$ cat config.mk
export PLATFORM = sky130hd
export DESIGN_NAME = indentation_level_tracker
export DESIGN_NICKNAME = d
export VERILOG_FILES = /design/src/design/ilt_pkg.sv /design/src/design/ilt_cell.sv /design/src/design/ilt_stack.sv /design/src/design/indentation_level_tracker.sv
export SDC_FILE = /design/constraint.sdc
export NUM_CORES = 2
export LEC_CHECK = 0
export BUFFER_PORTS_ARGS = -buffer_cell sky130_fd_sc_hd__buf_2
export CAP_MARGIN = 25
export CORE_UTILIZATION = 30
export DETAILED_ROUTE_END_ITERATION = 7
export SLEW_MARGIN = 20
export SYNTH_ARGS = -nofsm -noshare
export SYNTH_HDL_FRONTEND = slang
export SYNTH_HIERARCHICAL = 1
export SYNTH_SLANG_ARGS = --single-unit
$ cat constraint.sdc
create_clock -name clk_i -period 13.1 [get_ports clk_i]
set_input_delay 3.93 -clock clk_i [delete_from_list [all_inputs] [get_ports clk_i]]
set_output_delay 3.93 -clock clk_i [all_outputs]
set_load 0.05 [all_outputs]
$ cat src/design/ilt_pkg.sv
// Shared constants, codes and types of the indentation level tracker.
package ilt_pkg;

  localparam int MAX_LEVELS  = 128;
  localparam int COLUMN_BITS = 16;
  localparam int LVL_W       = $clog2(MAX_LEVELS);

  localparam logic [COLUMN_BITS-1:0] COL_MAX = '1;
  localparam logic [LVL_W-1:0]       LVL_TOP = LVL_W'(MAX_LEVELS - 1);

  localparam logic [2:0] TAB_SHIFT_RST = 3'd3;

  localparam logic [7:0] CHR_NEWLINE = 8'd10;
  localparam logic [7:0] CHR_TAB     = 8'd9;
  localparam logic [7:0] CHR_SPACE   = 8'd32;
  localparam logic [7:0] CHR_DEL     = 8'd127;

  localparam logic [1:0] EVT_NONE   = 2'd0;
  localparam logic [1:0] EVT_SAME   = 2'd1;
  localparam logic [1:0] EVT_INDENT = 2'd2;
  localparam logic [1:0] EVT_DEDENT = 2'd3;

  localparam logic [1:0] ERR_NONE     = 2'd0;
  localparam logic [1:0] ERR_DEEP     = 2'd1;
  localparam logic [1:0] ERR_MISMATCH = 2'd2;

  typedef struct packed {
    logic push;
    logic pop;
    logic clear;
  } stk_ctrl_t;

endpackage

$ cat src/design/ilt_cell.sv
// One stack cell: takes its upper neighbor on push, its lower neighbor on pop.
module ilt_cell import ilt_pkg::*; (
  input  logic                   clk_i,
  input  stk_ctrl_t              ctrl_i,
  input  logic [COLUMN_BITS-1:0] above_i,
  input  logic [COLUMN_BITS-1:0] below_i,
  output logic [COLUMN_BITS-1:0] val_o
);

  logic [COLUMN_BITS-1:0] val_q;

  always_ff @(posedge clk_i) begin
    if (ctrl_i.push) begin
      val_q <= above_i;
    end else if (ctrl_i.pop) begin
      val_q <= below_i;
    end
  end

  assign val_o = val_q;

endmodule

$ cat src/design/ilt_stack.sv
// Column stack: a top register followed by a chain of shifting cells.
module ilt_stack import ilt_pkg::*; (
  input  logic                   clk_i,
  input  logic                   rst_ni,
  input  stk_ctrl_t              ctrl_i,
  input  logic [COLUMN_BITS-1:0] push_col_i,
  output logic [COLUMN_BITS-1:0] top_o,
  output logic [COLUMN_BITS-1:0] next_o
);

  logic [COLUMN_BITS-1:0] top_q;
  logic [COLUMN_BITS-1:0] chain [MAX_LEVELS];

  always_ff @(posedge clk_i or negedge rst_ni) begin
    if (!rst_ni) begin
      top_q <= '0;
    end else if (ctrl_i.clear) begin
      top_q <= '0;
    end else if (ctrl_i.push) begin
      top_q <= push_col_i;
    end else if (ctrl_i.pop) begin
      top_q <= chain[1];
    end
  end

  assign chain[0] = top_q;

  for (genvar i = 1; i < MAX_LEVELS; i++) begin : g_cell
    logic [COLUMN_BITS-1:0] below;
    if (i == MAX_LEVELS - 1) begin : g_last
      assign below = chain[i];
    end else begin : g_mid
      assign below = chain[i+1];
    end
    ilt_cell u_cell (
      .clk_i   (clk_i),
      .ctrl_i  (ctrl_i),
      .above_i (chain[i-1]),
      .below_i (below),
      .val_o   (chain[i])
    );
  end

  assign top_o  = top_q;
  assign next_o = chain[1];

endmodule

$ cat src/design/indentation_level_tracker.sv
// Indentation level tracker: byte stream in, sanitized bytes and level events out.
//
// Input channel: in_valid_i / in_stall_o with in_byte_i and end_of_file_i; a beat
// moves when valid is high and stall is low. Output channel: res_valid_o /
// res_stall_i with one result beat per input beat, in order.
// Configuration: cfg_valid_i / cfg_ready_o writes tab_shift from cfg_data_i;
// ready is always high, write only while idle.
// Each result is registered in the result register first and moves on to the
// output register once that is free; in_stall_o stays high while a result sits
// in the result register. A byte that closes a dedent holds the input while the
// stack walks one cell per cycle, popping each level and then checking the level
// reached.
// A result register sits between the input and the output register, so a new
// beat is accepted while a finished result waits in the output register.
// When the receiver stalls, both registers fill and in_stall_o rises.
// Reset: level 0, column 0, first line not measured, no error, tab_shift 3,
// no result pending. Errors halt processing until reset.
module indentation_level_tracker import ilt_pkg::*; (
  input  logic       clk_i,
  input  logic       rst_ni,
  input  logic       cfg_valid_i,
  output logic       cfg_ready_o,
  input  logic [2:0] cfg_data_i,
  input  logic       in_valid_i,
  output logic       in_stall_o,
  input  logic [7:0] in_byte_i,
  input  logic       end_of_file_i,
  output logic       res_valid_o,
  input  logic       res_stall_i,
  output logic [7:0] out_byte_o,
  output logic       out_valid_o,
  output logic       line_end_o,
  output logic [1:0] level_event_o,
  output logic [6:0] new_level_o,
  output logic [1:0] error_code_o,
  output logic       stopped_o
);

  typedef enum logic {
    ST_IDLE,
    ST_POP
  } state_e;

  typedef struct packed {
    logic [7:0] obyte;
    logic       ovalid;
    logic       lend;
    logic [1:0] event_code;
    logic [6:0] level;
    logic [1:0] err;
    logic       stopped;
  } res_t;

  state_e                 state_q, state_d;
  logic [LVL_W-1:0]       level_q, level_d;
  logic [COLUMN_BITS-1:0] col_q, col_d;
  logic                   meas_q, meas_d;
  logic                   halt_q, halt_d;
  logic [1:0]             err_q, err_d;
  logic [2:0]             ts_q;
  res_t                   res_q, res_d;
  logic                   res_v_q, res_v_d;
  res_t                   out_q;
  logic                   out_v_q;

  stk_ctrl_t              stk_ctrl;
  logic [COLUMN_BITS-1:0] stk_top, stk_next;

  logic                   accept;
  logic                   out_free;
  logic [7:0]             clean_byte;
  logic [COLUMN_BITS:0]   tab_base;
  logic [COLUMN_BITS+7:0] tab_next;

  ilt_stack u_stack (
    .clk_i      (clk_i),
    .rst_ni     (rst_ni),
    .ctrl_i     (stk_ctrl),
    .push_col_i (col_q),
    .top_o      (stk_top),
    .next_o     (stk_next)
  );

  assign cfg_ready_o = 1'b1;
  assign in_stall_o  = (state_q != ST_IDLE) || res_v_q;
  assign accept      = in_valid_i && !in_stall_o;
  assign out_free    = !out_v_q || !res_stall_i;

  assign clean_byte = (in_byte_i < CHR_SPACE || in_byte_i >= CHR_DEL) ? CHR_SPACE : in_byte_i;
  assign tab_base   = (COLUMN_BITS+1)'(col_q >> ts_q) + (COLUMN_BITS+1)'(1);
  assign tab_next   = (COLUMN_BITS+8)'(tab_base) << ts_q;

  always_comb begin
    state_d  = state_q;
    level_d  = level_q;
    col_d    = col_q;
    meas_d   = meas_q;
    halt_d   = halt_q;
    err_d    = err_q;
    res_d    = res_q;
    res_v_d  = res_v_q;
    stk_ctrl = '0;

    if (res_v_q && out_free) begin
      res_v_d = 1'b0;
    end

    case (state_q)
      ST_IDLE: begin
        if (accept) begin
          res_d.obyte      = '0;
          res_d.ovalid     = 1'b0;
          res_d.lend       = 1'b0;
          res_d.event_code = EVT_NONE;
          res_v_d          = 1'b1;
          if (halt_q) begin
          end else if (end_of_file_i) begin
            stk_ctrl.clear = 1'b1;
            level_d        = '0;
            col_d          = '0;
            meas_d         = 1'b0;
          end else if (in_byte_i == CHR_NEWLINE) begin
            res_d.lend = 1'b1;
            meas_d     = 1'b1;
            col_d      = '0;
          end else if (meas_q && in_byte_i == CHR_SPACE) begin
            col_d = (col_q == COL_MAX) ? col_q : col_q + COLUMN_BITS'(1);
          end else if (meas_q && in_byte_i == CHR_TAB) begin
            col_d = (tab_next > (COLUMN_BITS+8)'(COL_MAX)) ? COL_MAX
                                                           : tab_next[COLUMN_BITS-1:0];
          end else begin
            res_d.obyte  = clean_byte;
            res_d.ovalid = 1'b1;
            if (meas_q) begin
              meas_d = 1'b0;
              if (col_q > stk_top) begin
                if (level_q >= LVL_TOP) begin
                  err_d        = ERR_DEEP;
                  halt_d       = 1'b1;
                  res_d.obyte  = '0;
                  res_d.ovalid = 1'b0;
                end else begin
                  stk_ctrl.push    = 1'b1;
                  level_d          = level_q + LVL_W'(1);
                  res_d.event_code = EVT_INDENT;
                end
              end else if (col_q < stk_top) begin
                res_v_d = 1'b0;
                state_d = ST_POP;
              end else begin
                res_d.event_code = EVT_SAME;
              end
            end
          end
        end
      end
      ST_POP: begin
        if (level_q != '0 && col_q <= stk_next) begin
          stk_ctrl.pop = 1'b1;
          level_d      = level_q - LVL_W'(1);
        end else begin
          state_d = ST_IDLE;
          res_v_d = 1'b1;
          if (col_q != stk_top) begin
            err_d        = ERR_MISMATCH;
            halt_d       = 1'b1;
            res_d.obyte  = '0;
            res_d.ovalid = 1'b0;
          end else begin
            res_d.event_code = EVT_DEDENT;
          end
        end
      end
      default: begin
        state_d = ST_IDLE;
      end
    endcase

    res_d.level   = 7'(level_d);
    res_d.err     = err_d;
    res_d.stopped = halt_d;
  end

  always_ff @(posedge clk_i or negedge rst_ni) begin
    if (!rst_ni) begin
      state_q <= ST_IDLE;
      level_q <= '0;
      col_q   <= '0;
      meas_q  <= 1'b0;
      halt_q  <= 1'b0;
      err_q   <= ERR_NONE;
      ts_q    <= TAB_SHIFT_RST;
      res_v_q <= 1'b0;
      out_v_q <= 1'b0;
    end else begin
      state_q <= state_d;
      level_q <= level_d;
      col_q   <= col_d;
      meas_q  <= meas_d;
      halt_q  <= halt_d;
      err_q   <= err_d;
      res_v_q <= res_v_d;
      if (cfg_valid_i && cfg_ready_o) begin
        ts_q <= cfg_data_i;
      end
      if (out_free) begin
        out_v_q <= res_v_q;
      end
    end
  end

  always_ff @(posedge clk_i) begin
    res_q <= res_d;
    if (out_free && res_v_q) begin
      out_q <= res_q;
    end
  end

  assign res_valid_o   = out_v_q;
  assign out_byte_o    = out_q.obyte;
  assign out_valid_o   = out_q.ovalid;
  assign line_end_o    = out_q.lend;
  assign level_event_o = out_q.event_code;
  assign new_level_o   = out_q.level;
  assign error_code_o  = out_q.err;
  assign stopped_o     = out_q.stopped;

`ifndef NO_ASSERTIONS
  a_pop_stalls: assert property (@(posedge clk_i) disable iff (!rst_ni)
    (state_q == ST_POP) |-> in_stall_o)
    else $error("input accepted while the stack walks");

  a_halt_sticky: assert property (@(posedge clk_i) disable iff (!rst_ni)
    halt_q |=> halt_q)
    else $error("halt cleared without reset");

  a_halt_has_error: assert property (@(posedge clk_i) disable iff (!rst_ni)
    (res_valid_o && stopped_o) |-> (error_code_o != ERR_NONE))
    else $error("stopped result without an error code");

  a_level_range: assert property (@(posedge clk_i) disable iff (!rst_ni)
    level_q <= LVL_TOP)
    else $error("nesting level beyond stack depth");
`endif

endmodule
; ---- Word level (Yosys, flattened, before mapping)
; Cells that the tools add are included.
[classes]
addsub = 4
magnitude_cmp = 7
n_eq_ne = 12
shift = 2
n_mux = 362
n_bitwise = 2
n_reduce_logical = 21
[ops]
columns = op, count
row1 = $mux W16, 261
row2 = $mux W9, 8
row3 = $mux W7, 10
row4 = $mux W1, 53
row5 = $mux W2, 19
row6 = $mux W12, 3
row7 = $gt A24 B16 Y1 const B, 1
row8 = $shl A17 B3 Y24, 1
row9 = $pmux W9 S2, 1
row10 = $add A17 B1 Y17 const B, 1
row11 = $shr A16 B3 Y17, 1
row12 = $add A16 B1 Y16 const B, 1
row13 = $eq A16 B16 Y1 const B, 1
row14 = $eq A8 B4 Y1 const B, 2
row15 = $gt A16 B16 Y1, 1
row16 = $le A16 B16 Y1, 1
row17 = $lt A16 B16 Y1, 1
row18 = $ne A16 B16 Y1, 1
row19 = $pmux W7 S2, 1
row20 = $reduce_and A5 Y1, 2
row21 = $eq A8 B6 Y1 const B, 1
row22 = $ge A8 B7 Y1 const B, 1
row23 = $lt A8 B6 Y1 const B, 1
row24 = $mux W8, 1
row25 = other kinds (20), 36
[word_totals]
ff_bits = 2125
inputBits = 17
out_inout_bits = 25

; ---- Depth between registers and ports, before layout
[depth]
ltp_word = 13
ltp_mapped = 17
ltp_nobuf = 14

; ---- Hierarchy
; Netlist, hierarchy kept.
[by_module_without_submodules]
columns = module, n_inst, cells_per_inst, area_per_inst_um2, seq_area_each_um2
row1 = ilt_cell, 127, 35, 732.0, 480.5
row2 = indentation_level_tracker, 1, 721, 6306.0, 2049.5
row3 = ilt_stack, 1, 71, 885.8, 400.4

; ---- Least setup slack after synthesis
; No wires, ideal clock.
[synth_timing]
kind = input to register
startpoint = input port in_byte_i[2]
endpoint = register u_stack.top_q[10] (netlist: u_stack/top_o[10])
setup_time_ns = 0.087
arrival_ns = 14.509
path_slack_ns = -1.495
stages = 11
path_cell_list = or3_1 -> nor4b_1 -> nand2_1 -> and2_1 -> and3_1 -> and2_1 -> nand3_1 -> nor2_1 -> inv_1 -> buf_4 -> a211oi_2
[synth_rtl]
columns = element, line
row1 = start: declaration, indentation_level_tracker.sv:26  ; input logic [7:0] in_byte_i,
row2 = end signal: assignment, ilt_stack.sv:20  ; top_q <= push_col_i;
row3 = end signal: assignment, ilt_stack.sv:22  ; top_q <= chain[1];
row4 = end: declaration, ilt_stack.sv:11  ; logic [COLUMN_BITS-1:0] top_q;

==> flow_summary.toml <==
[status]
status = "finished, final reports clean"

[cts]
cts_setup_buffers = 0
htree_levels = 4
cts.sinks = 2125
cts_hold_buf = 0
cts_inserted_buffers = 216
clk_pin_slew_worst_paths_ps = 60
cts_resized = 0
tritoncts = "done"
max-clock-path-buffers = 3
clk_latency_ps = 850
root_buffer = "clkbuf_16"

[setup_path]
crit_path_cell_trace = "buf_2 -> nor2_1 -> nand2_1 -> o21ai_0 -> nand2_1 -> and2_1 -> and3_1 -> and2_1 -> nand3_1 -> nor2_4 -> buf_12 -> buf_4 -> mux2_2"
worstPathRequired_ps = 13690
cpPeakStageDelay_ps = 890
ff2ff_setup_slack_ps = 6890
path_class = "input pin to flip-flop"
cp_top_family = "simple AND/OR/NAND/NOR gates"
worstRegToRegCells = 14
cp.arrival_ps = 8350
cp-end-kind = "flip-flop"
path_buf_inv = 3
critPathMaxFanout = 148
crit_path_start_kind = "input pin"
crit_cells = 13
slowest_stage = "buf_4"

[logic_synthesis]
synthMuxAreaShare_pct = 27.83
synth_top_family_by_area = "multiplexers"
synthArstFlopShare_pct = 2.306
syn_nets = 5290
synthXorXnorAreaFrac_pct = 0.2099
synth_area_um2 = 100100
syn_avg_cell_area_um2 = 19.12
synth-compound-area-share_pct = 1.352
syn_inst = 5237
synth-edff-count = 2066
synth_ff_type = "edfxtp_1"
ys_seq_area_share_pct = 63.37
synth_fa_ha_area_share_pct = 0.4498
synth-warning-count = 6
synth-seq-cells = 2125
synth.distinct_cells = 78
yosys.area_share.simple_pct = 2.340

[route]
vias_per_cell = 4.503
dr_total_vias = 44120
wl_per_cell_um = 17.81
drc_errors = 0
drt_iter0_drc = 3053
ant_nets = 0
routed_wirelength_um = 174400
dr.pass1.iters = 5

[worst_hold_path]
hold_path_class = "flip-flop to flip-flop"
hold_depth = 0

[timing]
finalCritPeriodShare_pct = 59.26
max-slew-margin-rel_pct = 20.93
rsz0062_at_grt = "no"
worst_pin_slew_ps = 1186
tns_ps = 0
hold_viol = 0
holdWs_ps = 402.8
setup-violations-final = 0
fmax_mhz = 128.8
maxSlewViolCount = 0
post-route-min-period_ps = 7764
clock-skew-final_ps = 51.69

[floorplan]
rows = 211
core_area_um2 = 331300
die_h_um = 579.8
die-width_um = 579.8
io_pins = 42
dieArea_um2 = 336100
start_util_pct = 30.23

[finish]
drive_above_1_share_pct = 45.77
nets = 5297
syn_to_final_growth_pct = 8.994

[global_routing]
gr-usage-all-layers_pct = 10.09
antenna_found_initial = 1
grt_pass1_wl_um = 279000
grt_pass1_vias = 48030
grt_max_degree = 165
overflow = 0

[placed_design]
port_buffers = 40
place.gp.congestion = 0.7743
dp_hpwl_um = 113500

[power_and_ir_drop]
combPwrFrac_pct = 0.9
p_leak_nw = 27.45
vdd_drop_max_v = 0.0001319
clkPwrFrac_pct = 44.9
power_frac_seq_pct = 54.2
netSwitchingPower_mw = 2.725
finalPower_mw = 13.57
p_per_area_nw_per_um2 = 124.3
p_int_mw = 10.84
swShare_pct = 20.09

[flow_run]
drv_cap = 0
==> area by class of cell <==
cell class / instances / area (um^2)
antenna: 1 / 2.502
clock buffer: 256 / 5628
clock inverter: 147 / 1398
fill: 31170 / 222200
inverter: 53 / 201.4
multi-input combinational: 2760 / 32250
sequential: 2125 / 63470
tap: 4366 / 5463
timing repair buffer: 88 / 745.7
==> sequential cells by signal (all words and copies together) (netlist names), 2 cells and up <==
signal / flops
res_q: 22
u_stack/g_cell.u_cell/val_o: 2032
level_q: 7
level_event_o: 2
u_stack/top_o: 16
ts_q: 3
err_q: 2
out_byte_o: 8
error_code_o: 2
col_q: 16
new_level_o: 7
==> logic make-up (layout without fill, tap and decap cells) <==
group                    Yosys count  after routing
AND/OR/NAND/NOR                  419            419
XOR/XNOR                          24             24
multiplexers                    2095           2095
adder cells (fa/ha/maj)           36             36
other                              2              3
flip-flops                      2125           2125
AO/OA/AOI/OAI                    184            184
buffers and inverters            352            544
==> worst register-to-register path: stages (launching register included) <==
cell and delay [ps]:
dfrtp_1 490, ha_1 350, nor2b_1 140, o21a_1 120
o21a_1 110, o21a_1 110, o21a_1 120, o21a_1 110
o211ai_1 90, a32oi_1 880, nand3_1 320, nor2_4 760
buf_12 690, buf_4 1220, mux2_2 450
==> cell usage after synthesis (5+ instances only) <==
master	n	area, um^2
nor3_1	15	75.07
dfrtp_1	47	1176
or2_1	129	807.0
nand2b_1	12	75.07
inv_1	53	198.9
mux2_4	1143	17160
edfxtp_1	2066	62040
nand2_1	67	251.5
and2_1	10	62.56
o211ai_1	6	45.04
ha_1	36	450.4
mux2i_1	48	480.5
or2_2	9	56.30
o22ai_1	10	62.56
clkbuf_1	19	71.32
a21o_1	11	82.58
buf_2	10	50.05
o221ai_2	6	90.09
buf_12	129	2582
a31oi_1	8	50.05
nand4_1	11	68.82
mux2_2	899	10120
a211oi_1	11	82.58
nor2b_1	25	156.4
xnor2_1	14	122.6
a21oi_1	29	145.1
o21ai_1	7	35.03
o31ai_1	7	52.55
dfxtp_1	10	200.2
a211oi_2	11	137.6
nand3b_1	6	45.04
nand3_1	34	170.2
o21ai_0	36	180.2
and3_1	16	100.1
and4_1	5	43.79
nor2_1	54	202.7
xor2_1	10	87.58
buf_6	133	1498
o21a_1	11	82.58
==> cells in the final DEF, fill, tap and decap left out, types with 12 or more instances in the layout <==
cell / count
a21oi_1: 29
and3_1: 16
buf_2: 40
buf_4: 35
bufinv_16: 19
clkbuf_1: 35
clkbuf_16: 218
clkinv_1: 61
clkinv_2: 39
dfrtp_1: 47
edfxtp_1: 2066
ha_1: 36
inv_1: 52
mux2_2: 899
mux2_4: 1143
mux2i_1: 48
nand2_1: 67
nand2b_1: 12
nand3_1: 34
nor2_1: 53
nor2b_1: 25
nor3_1: 15
o21ai_0: 36
or2_1: 129
xnor2_1: 14
==> power by group through the flow <==
stage	clock, mW	combinational, mW	sequential, mW
after detailed placement	0	0.118	7.50
after global routing	6.52	0.127	7.36
after floorplan	0	0.0649	7.53
final	6.09	0.118	7.36
after CTS	6.29	0.119	7.36
after global placement	0	0.116	7.50
==> per-stage QoR <==
stage          util, %  setup slack [ps]  instances  instance area (um^2)
3_5_place_dp     30.82              4586       9391                102100
5_1_grt          32.95              5163       9796                109200
2_1_floorplan        -              2035       5237                100200
6_report         32.95              5336       9796                109200
3_3_place_gp     30.80              4490       9389                102000
4_1_cts          32.94              5526       9794                109100
==> final timing paths <==
path | from | to
max | in_byte_i[0] | u_stack/g_cell[24].u_cell/val_o[2]
min reg2reg | res_q[3] | new_level_o[0]
min in group asynchronous | rst_ni | u_stack/top_o[10]
max reg2reg | col_q[1] | u_stack/g_cell[24].u_cell/val_o[2]
min | res_q[3] | new_level_o[0]
max in group asynchronous | rst_ni | level_q[1]
==> layer usage <==
layer / track usage [%] / part of all wire [%] / vias up / wire (um)
met5: 0 / 0 / - / 0
li1: - / - / 20390 / -
met1: 14.22 / 48 / 22880 / 84040
met4: 2.675 / 1.9 / 0 / 3388
met3: 1.581 / 3.0 / 249 / 5283
met2: 16.11 / 47 / 603 / 81710
No activity file was read; power rests on OpenSTA's default activity.
